==> src/hdl/kwi_pkg.sv <==
`default_nettype none

package kwi_pkg;

   // Item commands.
   localparam logic CMD_WRITE = 1'b0;
   localparam logic CMD_EVAL  = 1'b1;

   // Configuration register indexes.
   typedef logic [0:0] csr_index_type;
   localparam csr_index_type CSR_LOOP_DURATION = 1'b0;
   localparam csr_index_type CSR_KEY_COUNT     = 1'b1;

   localparam logic [31:0] LOOP_DURATION_RESET = 32'd65536;
   localparam logic [4:0]  KEY_COUNT_RESET     = 5'd1;

   // Shift-subtract divider step counts: full modulo and a Q0.16 fraction.
   localparam logic [5:0] MOD_STEPS  = 6'd32;
   localparam logic [5:0] FRAC_STEPS = 6'd16;

   typedef struct packed {
      logic               command;
      logic [3:0]         key_slot;
      logic [31:0]        key_time;
      logic signed [15:0] key_first_weight;
      logic signed [15:0] key_second_weight;
      logic [31:0]        query_time;
   } req_type;

   typedef struct packed {
      logic signed [15:0] first_weight;
      logic signed [15:0] second_weight;
      logic [3:0]         segment;
   } rsp_type;

   typedef struct packed {
      logic [31:0]        key_time;
      logic signed [15:0] first_weight;
      logic signed [15:0] second_weight;
   } key_entry_type;

   typedef struct packed {
      logic capture;
      logic div_step;
      logic wrap;
      logic first;
      logic pick_first;
      logic pick_pair;
      logic pick_last;
      logic advance;
      logic mult;
      logic load_rsp;
   } ctrl_cmd_type;

   typedef struct packed {
      logic req_is_eval;
      logic single;
      logic before_key;
      logic seg_pos;
      logic is_last;
      logic div_last;
      logic rsp_free;
   } ctrl_status_type;

endpackage

`default_nettype wire

==> src/hdl/keyframe_weight_interpolator.sv <==
`default_nettype none

// Channel   Direction  Handshake             Word
// req_      in         req_valid/req_stall   write keyframe or evaluate at time
// rsp_      out        rsp_valid/rsp_stall   two blended weights and segment
// csr_      in         csr_write_enable      loop duration, key count
//
// A keyframe write is taken without a stall. After an evaluation is taken the
// input stalls while the block takes the modulo on the shared shift-subtract
// divider, wraps the time, tests the first key, scans up to n - 1 further keys
// with n the key count (one table read a cycle), takes the blend fraction on
// the same divider, multiplies and loads the result. With one key, or a time
// ahead of the first key, the scan and the fraction are skipped.
// Reset is synchronous; the key table itself is not cleared.
// A finished word waits in the output register while the next item is taken;
// the input stays stalled as long as a new result finds that register held.

module keyframe_weight_interpolator #(
   parameter int MAX_KEYS = 16
) (
   input  wire logic                   clock,
   input  wire logic                   reset,
   input  wire logic                   req_valid,
   output logic                        req_stall,
   input  wire kwi_pkg::req_type       req_payload,
   output logic                        rsp_valid,
   input  wire logic                   rsp_stall,
   output kwi_pkg::rsp_type            rsp_payload,
   input  wire logic                   csr_write_enable,
   input  wire kwi_pkg::csr_index_type csr_index,
   input  wire logic [31:0]            csr_write_data
);

   import kwi_pkg::*;

   ctrl_cmd_type    cmd;
   ctrl_status_type status;

   kwi_ctrl u_ctrl (
      .clock     (clock),
      .reset     (reset),
      .req_valid (req_valid),
      .req_stall (req_stall),
      .status    (status),
      .cmd       (cmd)
   );

   kwi_dp #(
      .MAX_KEYS (MAX_KEYS)
   ) u_dp (
      .clock            (clock),
      .reset            (reset),
      .cmd              (cmd),
      .status           (status),
      .req_payload      (req_payload),
      .csr_write_enable (csr_write_enable),
      .csr_index        (csr_index),
      .csr_write_data   (csr_write_data),
      .rsp_valid        (rsp_valid),
      .rsp_stall        (rsp_stall),
      .rsp_payload      (rsp_payload)
   );

endmodule

`default_nettype wire

==> src/hdl/kwi_ram.sv <==
`default_nettype none

module kwi_ram #(
   parameter int WIDTH = 64,
   parameter int DEPTH = 16
) (
   input  wire logic                     clock,
   input  wire logic                     write_enable,
   input  wire logic [$clog2(DEPTH)-1:0] write_addr,
   input  wire logic [WIDTH-1:0]         write_data,
   input  wire logic [$clog2(DEPTH)-1:0] read_addr,
   output logic      [WIDTH-1:0]         read_data
);

   logic [WIDTH-1:0] mem_ff [DEPTH];
   logic [WIDTH-1:0] read_data_ff;

   always_ff @(posedge clock) begin
      if (write_enable) begin
         mem_ff[write_addr] <= write_data;
      end
      read_data_ff <= mem_ff[read_addr];
   end

   assign read_data = read_data_ff;

endmodule

`default_nettype wire

==> src/hdl/kwi_ctrl.sv <==
`default_nettype none

module kwi_ctrl (
   input  wire logic                     clock,
   input  wire logic                     reset,
   input  wire logic                     req_valid,
   output logic                          req_stall,
   input  wire kwi_pkg::ctrl_status_type status,
   output kwi_pkg::ctrl_cmd_type         cmd
);

   import kwi_pkg::*;

   typedef enum logic [7:0] {
      S_IDLE  = 8'b0000_0001,
      S_MOD   = 8'b0000_0010,
      S_WRAP  = 8'b0000_0100,
      S_FIRST = 8'b0000_1000,
      S_SCAN  = 8'b0001_0000,
      S_FRAC  = 8'b0010_0000,
      S_BLEND = 8'b0100_0000,
      S_DONE  = 8'b1000_0000
   } state_type;

   state_type state_ff;
   state_type state_in;

   always_comb begin
      state_in = state_ff;
      cmd      = '0;
      case (state_ff)
         S_IDLE: begin
            cmd.capture = req_valid;
            if (req_valid && status.req_is_eval) begin
               state_in = S_MOD;
            end
         end
         S_MOD: begin
            cmd.div_step = 1'b1;
            if (status.div_last) begin
               state_in = S_WRAP;
            end
         end
         S_WRAP: begin
            cmd.wrap = 1'b1;
            state_in = S_FIRST;
         end
         S_FIRST: begin
            // One key, or a time ahead of the first key, returns key 0.
            if (status.single || status.before_key) begin
               cmd.pick_first = 1'b1;
               state_in       = S_BLEND;
            end else begin
               cmd.first = 1'b1;
               state_in  = S_SCAN;
            end
         end
         S_SCAN: begin
            if (status.before_key) begin
               cmd.pick_pair = 1'b1;
               // A zero-length segment keeps a zero factor.
               state_in = status.seg_pos ? S_FRAC : S_BLEND;
            end else if (status.is_last) begin
               cmd.pick_last = 1'b1;
               state_in      = S_BLEND;
            end else begin
               cmd.advance = 1'b1;
            end
         end
         S_FRAC: begin
            cmd.div_step = 1'b1;
            if (status.div_last) begin
               state_in = S_BLEND;
            end
         end
         S_BLEND: begin
            cmd.mult = 1'b1;
            state_in = S_DONE;
         end
         S_DONE: begin
            if (status.rsp_free) begin
               cmd.load_rsp = 1'b1;
               state_in     = S_IDLE;
            end
         end
         default: begin
            state_in = S_IDLE;
         end
      endcase
   end

   always_ff @(posedge clock) begin
      if (reset) begin
         state_ff <= S_IDLE;
      end else begin
         state_ff <= state_in;
      end
   end

   assign req_stall = (state_ff != S_IDLE);

endmodule

`default_nettype wire

==> src/hdl/kwi_dp.sv <==
`default_nettype none

module kwi_dp #(
   parameter int MAX_KEYS = 16
) (
   input  wire logic                     clock,
   input  wire logic                     reset,
   input  wire kwi_pkg::ctrl_cmd_type    cmd,
   output kwi_pkg::ctrl_status_type      status,
   input  wire kwi_pkg::req_type         req_payload,
   input  wire logic                     csr_write_enable,
   input  wire kwi_pkg::csr_index_type   csr_index,
   input  wire logic [31:0]              csr_write_data,
   output logic                          rsp_valid,
   input  wire logic                     rsp_stall,
   output kwi_pkg::rsp_type              rsp_payload
);

   import kwi_pkg::*;

   localparam int AW = $clog2(MAX_KEYS);
   localparam int NW = $clog2(MAX_KEYS + 1);
   localparam int EW = $bits(key_entry_type);

   // Configuration.
   logic [31:0] loop_ff, loop_in;
   logic [4:0]  kcount_ff, kcount_in;

   // Evaluation working registers.
   logic [NW-1:0]  n_ff, n_in, n_eff;
   logic [31:0]    query_ff, query_in;
   logic [31:0]    wt_ff, wt_in;
   logic [AW-1:0]  idx_ff, idx_in;
   key_entry_type  prev_ff, prev_in;
   key_entry_type  a_ff, a_in;
   key_entry_type  b_ff, b_in;
   logic [3:0]     seg_ff, seg_in;

   // Shared shift-subtract divider.
   logic [31:0] rem_ff, rem_in;
   logic [31:0] num_ff, num_in;
   logic [31:0] den_ff, den_in;
   logic [15:0] q_ff, q_in;
   logic [5:0]  cnt_ff, cnt_in;
   logic [32:0] div_shift, div_diff;
   logic        div_ge;
   logic [31:0] div_rem;

   // Blend.
   logic signed [33:0] p1_ff, p1_in, p2_ff, p2_in;
   logic signed [16:0] d1, d2, fs;
   logic signed [34:0] sum1, sum2;

   // Result register.
   rsp_type rsp_ff, rsp_in;
   logic    rsp_valid_ff, rsp_valid_in;
   logic    rsp_free;

   // Key table.
   logic          ram_we;
   key_entry_type ram_wdata;
   logic [EW-1:0] ram_rdata;
   key_entry_type rd_entry;
   logic          slot_ok;

   kwi_ram #(
      .WIDTH (EW),
      .DEPTH (MAX_KEYS)
   ) u_key_ram (
      .clock        (clock),
      .write_enable (ram_we),
      .write_addr   (AW'(req_payload.key_slot)),
      .write_data   (ram_wdata),
      .read_addr    (idx_in),
      .read_data    (ram_rdata)
   );

   assign rd_entry  = ram_rdata;
   assign slot_ok   = (32'(req_payload.key_slot) < MAX_KEYS);
   assign ram_we    = cmd.capture && (req_payload.command == CMD_WRITE) && slot_ok;
   assign ram_wdata = '{key_time:      req_payload.key_time,
                        first_weight:  req_payload.key_first_weight,
                        second_weight: req_payload.key_second_weight};

   always_comb begin
      loop_in   = loop_ff;
      kcount_in = kcount_ff;
      if (csr_write_enable) begin
         case (csr_index)
            CSR_LOOP_DURATION: loop_in   = csr_write_data;
            CSR_KEY_COUNT:     kcount_in = csr_write_data[4:0];
            default: ;
         endcase
      end
   end

   always_comb begin
      if (kcount_ff == 5'd0) begin
         n_eff = NW'(1);
      end else if (32'(kcount_ff) > MAX_KEYS) begin
         n_eff = NW'(MAX_KEYS);
      end else begin
         n_eff = NW'(kcount_ff);
      end
   end

   // Restoring division: one quotient bit a cycle, the dividend shifted in MSB first.
   assign div_shift = {rem_ff, num_ff[31]};
   assign div_diff  = div_shift - {1'b0, den_ff};
   assign div_ge    = (div_shift >= {1'b0, den_ff});
   assign div_rem   = div_ge ? div_diff[31:0] : div_shift[31:0];

   // Weight = w0 + (w1 - w0) * f / 65536, rounded half up.
   assign fs   = signed'({1'b0, q_ff});
   assign d1   = 17'(b_ff.first_weight) - 17'(a_ff.first_weight);
   assign d2   = 17'(b_ff.second_weight) - 17'(a_ff.second_weight);
   assign sum1 = 35'(signed'({a_ff.first_weight, 16'h0000})) + 35'(p1_ff) + 35'sd32768;
   assign sum2 = 35'(signed'({a_ff.second_weight, 16'h0000})) + 35'(p2_ff) + 35'sd32768;

   assign rsp_free = !rsp_valid_ff || !rsp_stall;

   always_comb begin
      n_in     = n_ff;
      query_in = query_ff;
      wt_in    = wt_ff;
      idx_in   = idx_ff;
      prev_in  = prev_ff;
      a_in     = a_ff;
      b_in     = b_ff;
      seg_in   = seg_ff;
      rem_in   = rem_ff;
      num_in   = num_ff;
      den_in   = den_ff;
      q_in     = q_ff;
      cnt_in   = cnt_ff;
      p1_in    = p1_ff;
      p2_in    = p2_ff;

      if (cmd.capture) begin
         n_in     = n_eff;
         query_in = req_payload.query_time;
         idx_in   = '0;
         rem_in   = '0;
         num_in   = req_payload.query_time;
         den_in   = loop_ff;
         q_in     = '0;
         cnt_in   = MOD_STEPS;
      end
      if (cmd.div_step) begin
         rem_in = div_rem;
         num_in = {num_ff[30:0], 1'b0};
         q_in   = {q_ff[14:0], div_ge};
         cnt_in = cnt_ff - 6'd1;
      end
      if (cmd.wrap) begin
         // A zero loop length leaves the time unwrapped.
         wt_in = (loop_ff == 32'd0) ? query_ff : rem_ff;
      end
      if (cmd.first) begin
         prev_in = rd_entry;
         idx_in  = AW'(1);
      end
      if (cmd.pick_first) begin
         a_in   = rd_entry;
         b_in   = rd_entry;
         seg_in = 4'd0;
         q_in   = '0;
      end
      if (cmd.pick_pair) begin
         a_in   = prev_ff;
         b_in   = rd_entry;
         seg_in = 4'(idx_ff - AW'(1));
         // The offset is below the segment length, so the quotient fits the Q0.16 fraction.
         rem_in = wt_ff - prev_ff.key_time;
         num_in = '0;
         den_in = rd_entry.key_time - prev_ff.key_time;
         q_in   = '0;
         cnt_in = FRAC_STEPS;
      end
      if (cmd.pick_last) begin
         a_in   = rd_entry;
         b_in   = rd_entry;
         seg_in = 4'(n_ff - NW'(2));
         q_in   = '0;
      end
      if (cmd.advance) begin
         prev_in = rd_entry;
         idx_in  = idx_ff + AW'(1);
      end
      if (cmd.mult) begin
         p1_in = d1 * fs;
         p2_in = d2 * fs;
      end
   end

   always_comb begin
      rsp_in       = rsp_ff;
      rsp_valid_in = rsp_valid_ff;
      if (cmd.load_rsp) begin
         rsp_in.first_weight  = sum1[31:16];
         rsp_in.second_weight = sum2[31:16];
         rsp_in.segment       = seg_ff;
         rsp_valid_in         = 1'b1;
      end else if (rsp_valid_ff && !rsp_stall) begin
         rsp_valid_in = 1'b0;
      end
   end

   always_ff @(posedge clock) begin
      if (reset) begin
         loop_ff      <= LOOP_DURATION_RESET;
         kcount_ff    <= KEY_COUNT_RESET;
         rsp_valid_ff <= 1'b0;
         cnt_ff       <= '0;
         idx_ff       <= '0;
      end else begin
         loop_ff      <= loop_in;
         kcount_ff    <= kcount_in;
         rsp_valid_ff <= rsp_valid_in;
         cnt_ff       <= cnt_in;
         idx_ff       <= idx_in;
      end
   end

   always_ff @(posedge clock) begin
      n_ff     <= n_in;
      query_ff <= query_in;
      wt_ff    <= wt_in;
      prev_ff  <= prev_in;
      a_ff     <= a_in;
      b_ff     <= b_in;
      seg_ff   <= seg_in;
      rem_ff   <= rem_in;
      num_ff   <= num_in;
      den_ff   <= den_in;
      q_ff     <= q_in;
      p1_ff    <= p1_in;
      p2_ff    <= p2_in;
      rsp_ff   <= rsp_in;
   end

   assign status.req_is_eval = (req_payload.command == CMD_EVAL);
   assign status.single      = (n_ff == NW'(1));
   assign status.before_key  = (wt_ff < rd_entry.key_time);
   assign status.seg_pos     = (rd_entry.key_time > prev_ff.key_time);
   assign status.is_last     = (NW'(idx_ff) == n_ff - NW'(1));
   assign status.div_last    = (cnt_ff == 6'd1);
   assign status.rsp_free    = rsp_free;

   assign rsp_valid   = rsp_valid_ff;
   assign rsp_payload = rsp_ff;

   a_div_count: assert property (@(posedge clock) disable iff (reset)
      cmd.div_step |-> cnt_ff != 6'd0)
      else $error("divider stepped with no steps left");

   a_pair_index: assert property (@(posedge clock) disable iff (reset)
      cmd.pick_pair |-> idx_ff != '0)
      else $error("segment picked without a start key");

   a_rsp_overwrite: assert property (@(posedge clock) disable iff (reset)
      cmd.load_rsp |-> rsp_free)
      else $error("result register loaded while a word is still held");

   a_mod_range: assert property (@(posedge clock) disable iff (reset)
      (cmd.wrap && loop_ff != 32'd0) |-> rem_ff < loop_ff)
      else $error("wrapped time not below the loop duration");

endmodule

`default_nettype wire

==> config.mk <==
export PLATFORM = sky130hd
export DESIGN_NAME = keyframe_weight_interpolator
export DESIGN_NICKNAME = d
export VERILOG_FILES = /design/src/hdl/kwi_pkg.sv /design/src/hdl/keyframe_weight_interpolator.sv /design/src/hdl/kwi_ram.sv /design/src/hdl/kwi_ctrl.sv /design/src/hdl/kwi_dp.sv
export SDC_FILE = /design/constraint.sdc
export NUM_CORES = 2
export LEC_CHECK = 0
export CORE_MARGIN = 5
export CORE_UTILIZATION = 60
export CTS_CLUSTER_SIZE = 8
export DETAILED_ROUTE_END_ITERATION = 8
export DONT_BUFFER_PORTS = 1
export PLACE_DENSITY = 0.77
export SYNTH_ARGS = -nofsm -noshare
export SYNTH_HDL_FRONTEND = slang
export SYNTH_SLANG_ARGS = --single-unit
==> constraint.sdc <==
create_clock -name clock -period 11.89 [get_ports clock]
set_clock_uncertainty 0.1 [all_clocks]
set_input_delay 0.5945 -clock clock [delete_from_list [all_inputs] [get_ports clock]]
set_output_delay 0.5945 -clock clock [all_outputs]
set_load 0.02 [all_outputs]
### Word level (Yosys, flattened, before mapping)

Memory sizes are Yosys's and may differ from the RTL's. A register that Yosys moved wholly into a read port is not among the register bits.
Cells that the tools add are included.

| storage, ports and cells | value |
|---|---|
| memory bits (writable) | 1024 |
| memories | 1 |
| register bits after elaboration | 469 |
| logic and storage cells | 147 |

Memory list:

| name | depth | width | read ports | clocked after memory_dff | write ports | RTL line | RTL |
|---|---|---|---|---|---|---|---|
| u_dp.u_key_ram.mem_ff | 16 | 64 | 1 | 1 | 1 | kwi_ram.sv:15 | `logic [WIDTH-1:0] mem_ff [DEPTH];` |

| cells by class | value |
|---|---|
| magnitude comparators | 4 |
| mux-type cells | 55 |
| reductions and logical operators | 23 |
| multiply operators | 2 |
| bitwise operators | 2 |
| add/subtract/negate cells | 14 |
| equal/unequal tests | 17 |

Operator list:

| kind | number |
|---|---|
| $mux 32 | 14 |
| $mux 64 | 2 |
| $sub 32x32->32 | 3 |
| $add 32x17->32 const B | 2 |
| $add 32x32->32 | 2 |
| $mul 17x17->32 | 2 |
| $pmux 8 s8 | 1 |
| $mux 8 | 6 |
| $sub 16x16->17 | 2 |
| $ge 33x32->1 | 1 |
| $gt 32x32->1 | 1 |
| $logic_not 32->1 | 1 |
| $lt 32x32->1 | 1 |
| $mux 16 | 2 |
| $mux 4 | 6 |
| $mux 1 | 15 |
| $mux 7 | 2 |
| $mux 6 | 2 |
| $mux 5 | 2 |
| $eq 8x1->1 const B | 1 |
| $eq 8x2->1 const B | 1 |
| $eq 8x3->1 const B | 1 |
| $eq 8x4->1 const B | 1 |
| $eq 8x5->1 const B | 1 |
| 29 further kinds | 45 |

### Depth between registers and ports, before layout

| logic depth | value |
|---|---|
| word-level depth | 7 |
| mapped depth | 36 |
| mapped depth without buffers | 36 |

### By module

Synthesis repeated with hierarchy kept, for this count alone.

| unflattened totals | value |
|---|---|
| cells, all modules | 6294 |
| area total of the unflattened synthesis | 84091.9 um^2 |

By module, submodules not included:

| module | cells an instance | times used | seq. area each (um^2) | area an instance (um^2) |
|---|---|---|---|---|
| kwi_dp | 4571 | 1 | 11981.5 | 43875.8 |
| kwi_ram | 1647 | 1 | 32030.7 | 39581.7 |
| kwi_ctrl | 76 | 1 | 160.2 | 634.4 |

### Worst setup path after synthesis

OpenSTA, ideal clock, no wires.

| timing | value |
|---|---|
| path kind | register -> register |
| start | register u_dp.a_ff[16] (netlist bit) |
| end | register u_dp.p1_ff[31] (data pin) |
| setup slack | 3.475 ns |
| clock period less this slack | 8.415 ns |
| arrival | 8.058 ns |
| setup time | 0.258 ns |
| buffers on the path | 1 |
| stages on the path, launching flop included | 35 |
| cell sequence | edfxtp_1 ha_1 fa_1 nor2b_1 o21ai_0 a21boi_0 o21a_1 a21oi_1 o2111a_1 nor3_1 nand4_1 a41o_1 clkbuf_1 nand2_1 inv_1 fa_1 inv_1 fa_1 inv_1 fa_1 fa_1 fa_1 inv_1 fa_1 inv_1 ha_1 nand2_1 nor2_1 a211oi_1 a21boi_0 o21ai_0 a31oi_1 o41ai_1 xnor2_1 xnor2_1 |

| between the ends | value |
|---|---|
| cells in the longest elaborated chain, start to end | 2 |

RTL lines:

| element | RTL line | RTL |
|---|---|---|
| start: declaration | kwi_dp.sv:35 | `key_entry_type a_ff, a_in;` |
| start signal: assignment | kwi_dp.sv:230 | `a_ff <= a_in;` |
| $sub 16x16->17 | kwi_dp.sv:115 | `assign d1 = 17'(b_ff.first_weight) - 17'(a_ff.first_weight);` |
| $mul 17x17->32 | kwi_dp.sv:191 | `p1_in = d1 * fs;` |
| end signal: assignment | kwi_dp.sv:237 | `p1_ff <= p1_in;` |
| end: declaration | kwi_dp.sv:50 | `logic signed [33:0] p1_ff, p1_in, p2_ff, p2_in;` |

Every way passes these cells.
A chain may end at the register's enable or synchronous reset.

### Worst setup path in the final report

Ends and elaborated chain as after synthesis.

==> summary.txt <==
Timing
  – Hold Vio Cnt, Final: 0
  – Setup Viol. Count Final: 0
  – Final min period: 9478 ps
  – Slew headroom: 14.18%
  – Part of the cycle the worst path needs: 79.72%
  – Actual slew at the worst max-slew pin: 1287 ps
  – Hold_ws: 147.6 ps
  – Max frequency: 0.1055 GHz
  – Final setup TNS: 0 ps
  – Fin. max-slew vios: 0
  – RSZ-0062 raised after global routing: no

Route
  – Initial DRC count: 5087
  – Met2 WL: 97860 um
  – Final ANT Viol Nets: 0
  – Wl on met1: 84940 um
  – Top Layer Used: met5
  – DR vias: 54377
  – Detailed-route wire length: 210200 um
  – Detailed-route DRC error count: 0
  – Length of routed met3 wiring: 21600 um
  – Drt pass-1 iters: 8
  – Routed WL per cell: 23.12 um
  – Vias/cell: 5.981

CTS
  – CTS tree: yes
  – CTS clk-pin slew, worst paths: 60 ps
  – Clk sinks: 1527
  – Clk_lat worst skew: 840 ps
  – Root Buffer: clkbuf_16
  – CTS Buf Count: 210
  – # H-tree levels: 4
  – Clock tree buffer depth: 3
  – Post-CTS setup buffer count: 0

Placement
  – Final Wtd Congestion: 0.9292
  – Port Buffer Count: 0
  – Detailed placement HPWL: 131000 um
  – Placed insts: 8565

Setup path
  – Crit path required time: 12330 ps
  – Top cell by count, worst path: fa_1
  – CP peak stage delay: 660 ps
  – Reg2reg start: u_dp.a_ff[16]
  – Crit path max-delay cell type: fa_1
  – Max FO, Critical Path: 18
  – CP arrival: 9920 ps
  – Worst r2r dst: u_dp.p1_ff[31]
  – R2r setup slk: 2410 ps
  – Element type at the critical path end: flip-flop
  – Crit path launch type: flip-flop
  – CP Class: reg2reg
  – Worst-case reg-to-reg path depth: 32

Hold path
  – Hold path cells: 2
  – End of the worst hold path: u_dp.u_key_ram.mem_ff[0][59]
  – Hold Crit Class: in2reg
  – Hold_sp: req_payload[96]

Synthesis
  – FF+latch count, synth: 1527
  – Post-synth EDFFs: 1359
  – Post-synth ARST share: 0%
  – Yosys top cell area share: 47.55%
  – Syn_area_per_cell: 12.47 sq um
  – Top-count cell post-synth: edfxtp_1
  – Post-synthesis net count: 7910
  – Synth top cells by count: edfxtp_1, inv_1, nand2_1, fa_1, ha_1
  – Post-synth top area cell: edfxtp_1
  – Synth Warn #: 0
  – Top FF cell, synth: edfxtp_1
  – Mapped Area: 85830 sq um
  – Ranking of synthesized cells by area: edfxtp_1, fa_1, ha_1, dfxtp_1, mux2i_1
  – Post-Syn Instances: 6883
  – Distinct cells, synth: 85
  – Post-synthesis sequential area ratio: 51.47%

Power and ir drop
  – Power per cell area: 127.4 nW/um^2
  – Pleak: 36.85 nW
  – Max VDD drop: 0.1175 mV

Layout
  – Non-Filler Instances: 9092
  – Final nets: 8059
  – Layout cell share with drive strength beyond 1: 8.697%
  – Layout area overhead: 11.12%

Floorplanning
  – Row count: 138
  – Die height: 388.2 um
  – Die width: 388.2 um
  – CORE AREA: 141900 sq um
  – IO Pins: 177
  – Initial Util: 60.47%
  – Full die area: 150700 sq um

Global route
  – Maximum number of pins on one net before global-route repair: 185
  – Congestion Overflow GR: 0
  – Initial antenna violation count: 24
  – Global-route wire length before repair: 323200 um
  – GRT Total Usage: 27.77%
  – Vias in the first global route: 55653

Outcome
  – Status: completed

Run
  – Max-Cap Viols: 0
==> cell families after synthesis <==
family,share of synthesized area (%)
buffers and inverters,5.685
adders and majority gates,17.53
DFF,51.47
xor gates and xnor gates,2.194
muxes,6.857
and+or+nand+nor,8.795
AOI/OAI and AO/OA,7.475
==> per-layer routing <==
| metal | vias up | GRT usage (%) |
|---|---|---|
| li1 | 24313 | - |
| met1 | 27174 | 37.91 |
| met2 | 2481 | 44.33 |
| met3 | 399 | 7.283 |
| met4 | 10 | 8.303 |
| met5 | - | 0 |
==> worst max-delay path, delay by kind of cell, from the launching register on <==
family,cells,cell delay (ps)
xor+xnor,2,280
fa+ha+maj,9,4150
simple gates,5,1040
buf+inv,5,430
compound gates,11,2820
flops,1,420
==> sequential cells by signal, summed over array words and instances (netlist names), 5 cells and up <==
signal and cells:
u_dp.b_ff 32, u_dp.rsp_payload 36, u_dp.loop_ff 32, u_dp.u_key_ram.mem_ff 1024, u_dp.p2_ff 17, u_dp.wt_ff 32, u_dp.q_ff 16, u_dp.num_ff 32
u_dp.query_ff 32, u_dp.rem_ff 32, u_dp.p1_ff 17, u_dp.n_ff 5, u_dp.den_ff 32, u_dp.u_key_ram.read_data 64, u_dp.cnt_ff 6, u_dp.a_ff 32
u_ctrl.state_ff 8, u_dp.kcount_ff 5, u_dp.prev_ff 64
==> metrics by stage <==
stage	total power [W]	area (sq um)	utilization, %	worst slack (ps)
after global routing	0.01252	95350	67.18	1859
after CTS	0.01220	95330	67.17	2420
after detailed placement	0.006600	87710	61.80	2469
after floorplan	0.006466	85830	-	3475
final	0.01215	95370	67.20	2412
after global placement	0.006586	87710	61.80	2654
==> layout make-up <==
| cell class | instances | area (sq um) |
|---|---|---|
| Multi-Input combinational cell | 4172 | 37080 |
| Antenna cell | 16 | 40.04 |
| Timing Repair Buffer | 247 | 2272 |
| Clock buffer | 351 | 5837 |
| Clock inverter | 15 | 311.5 |
| Fill cell | 9902 | 46560 |
| Sequential cell | 1527 | 44180 |
| Tap cell | 1890 | 2365 |
| Inverter | 874 | 3281 |
==> report_power, final <==
part,switching [W],total [W],internal [W]
logic,0.000372,0.000594,0.000223
registers,0.0000565,0.00601,0.00596
clock network,0.00223,0.00554,0.00331
total,0.00266,0.0122,0.00949
==> what timing repair did <==
item | in CTS | in global routing
endpoints found under the hold margin | 1144 | 0
hold buffers | 145 | 0
gates resized for setup | 0 | 0
==> worst max-delay path by stage <==
stage	slack, ps	endpoint	from
floorplan	3470	u_dp.p1_ff[31]	u_dp.a_ff[16]
global placement	2650	u_dp.p1_ff[31]	u_dp.a_ff[16]
detailed placement	2470	u_dp.p1_ff[31]	u_dp.a_ff[16]
CTS	2420	u_dp.p1_ff[31]	u_dp.a_ff[16]
global route	1860	u_dp.p1_ff[31]	u_dp.a_ff[17]
finish	2410	u_dp.p1_ff[31]	u_dp.a_ff[16]
==> cell usage in the layout (no fill, tap or decap), types with 27 or more instances in the layout <==
master	count
a21o_1	65
a21oi_1	203
and2_1	222
buf_4	99
clkbuf_1	138
clkbuf_16	212
dfxtp_1	160
dlygate4sd3_1	144
edfxtp_1	1359
fa_1	524
ha_1	364
inv_1	872
mux2_2	217
mux2i_1	336
nand2_1	758
nand2b_1	45
nand3_1	67
nand3b_1	27
nand4_1	89
nor2_1	124
nor2b_1	61
nor3_1	51
o211ai_1	214
o21a_1	32
o21ai_0	141
o22a_1	66
xnor2_1	128
xor2_1	77
(Power assumes the default switching activity.)
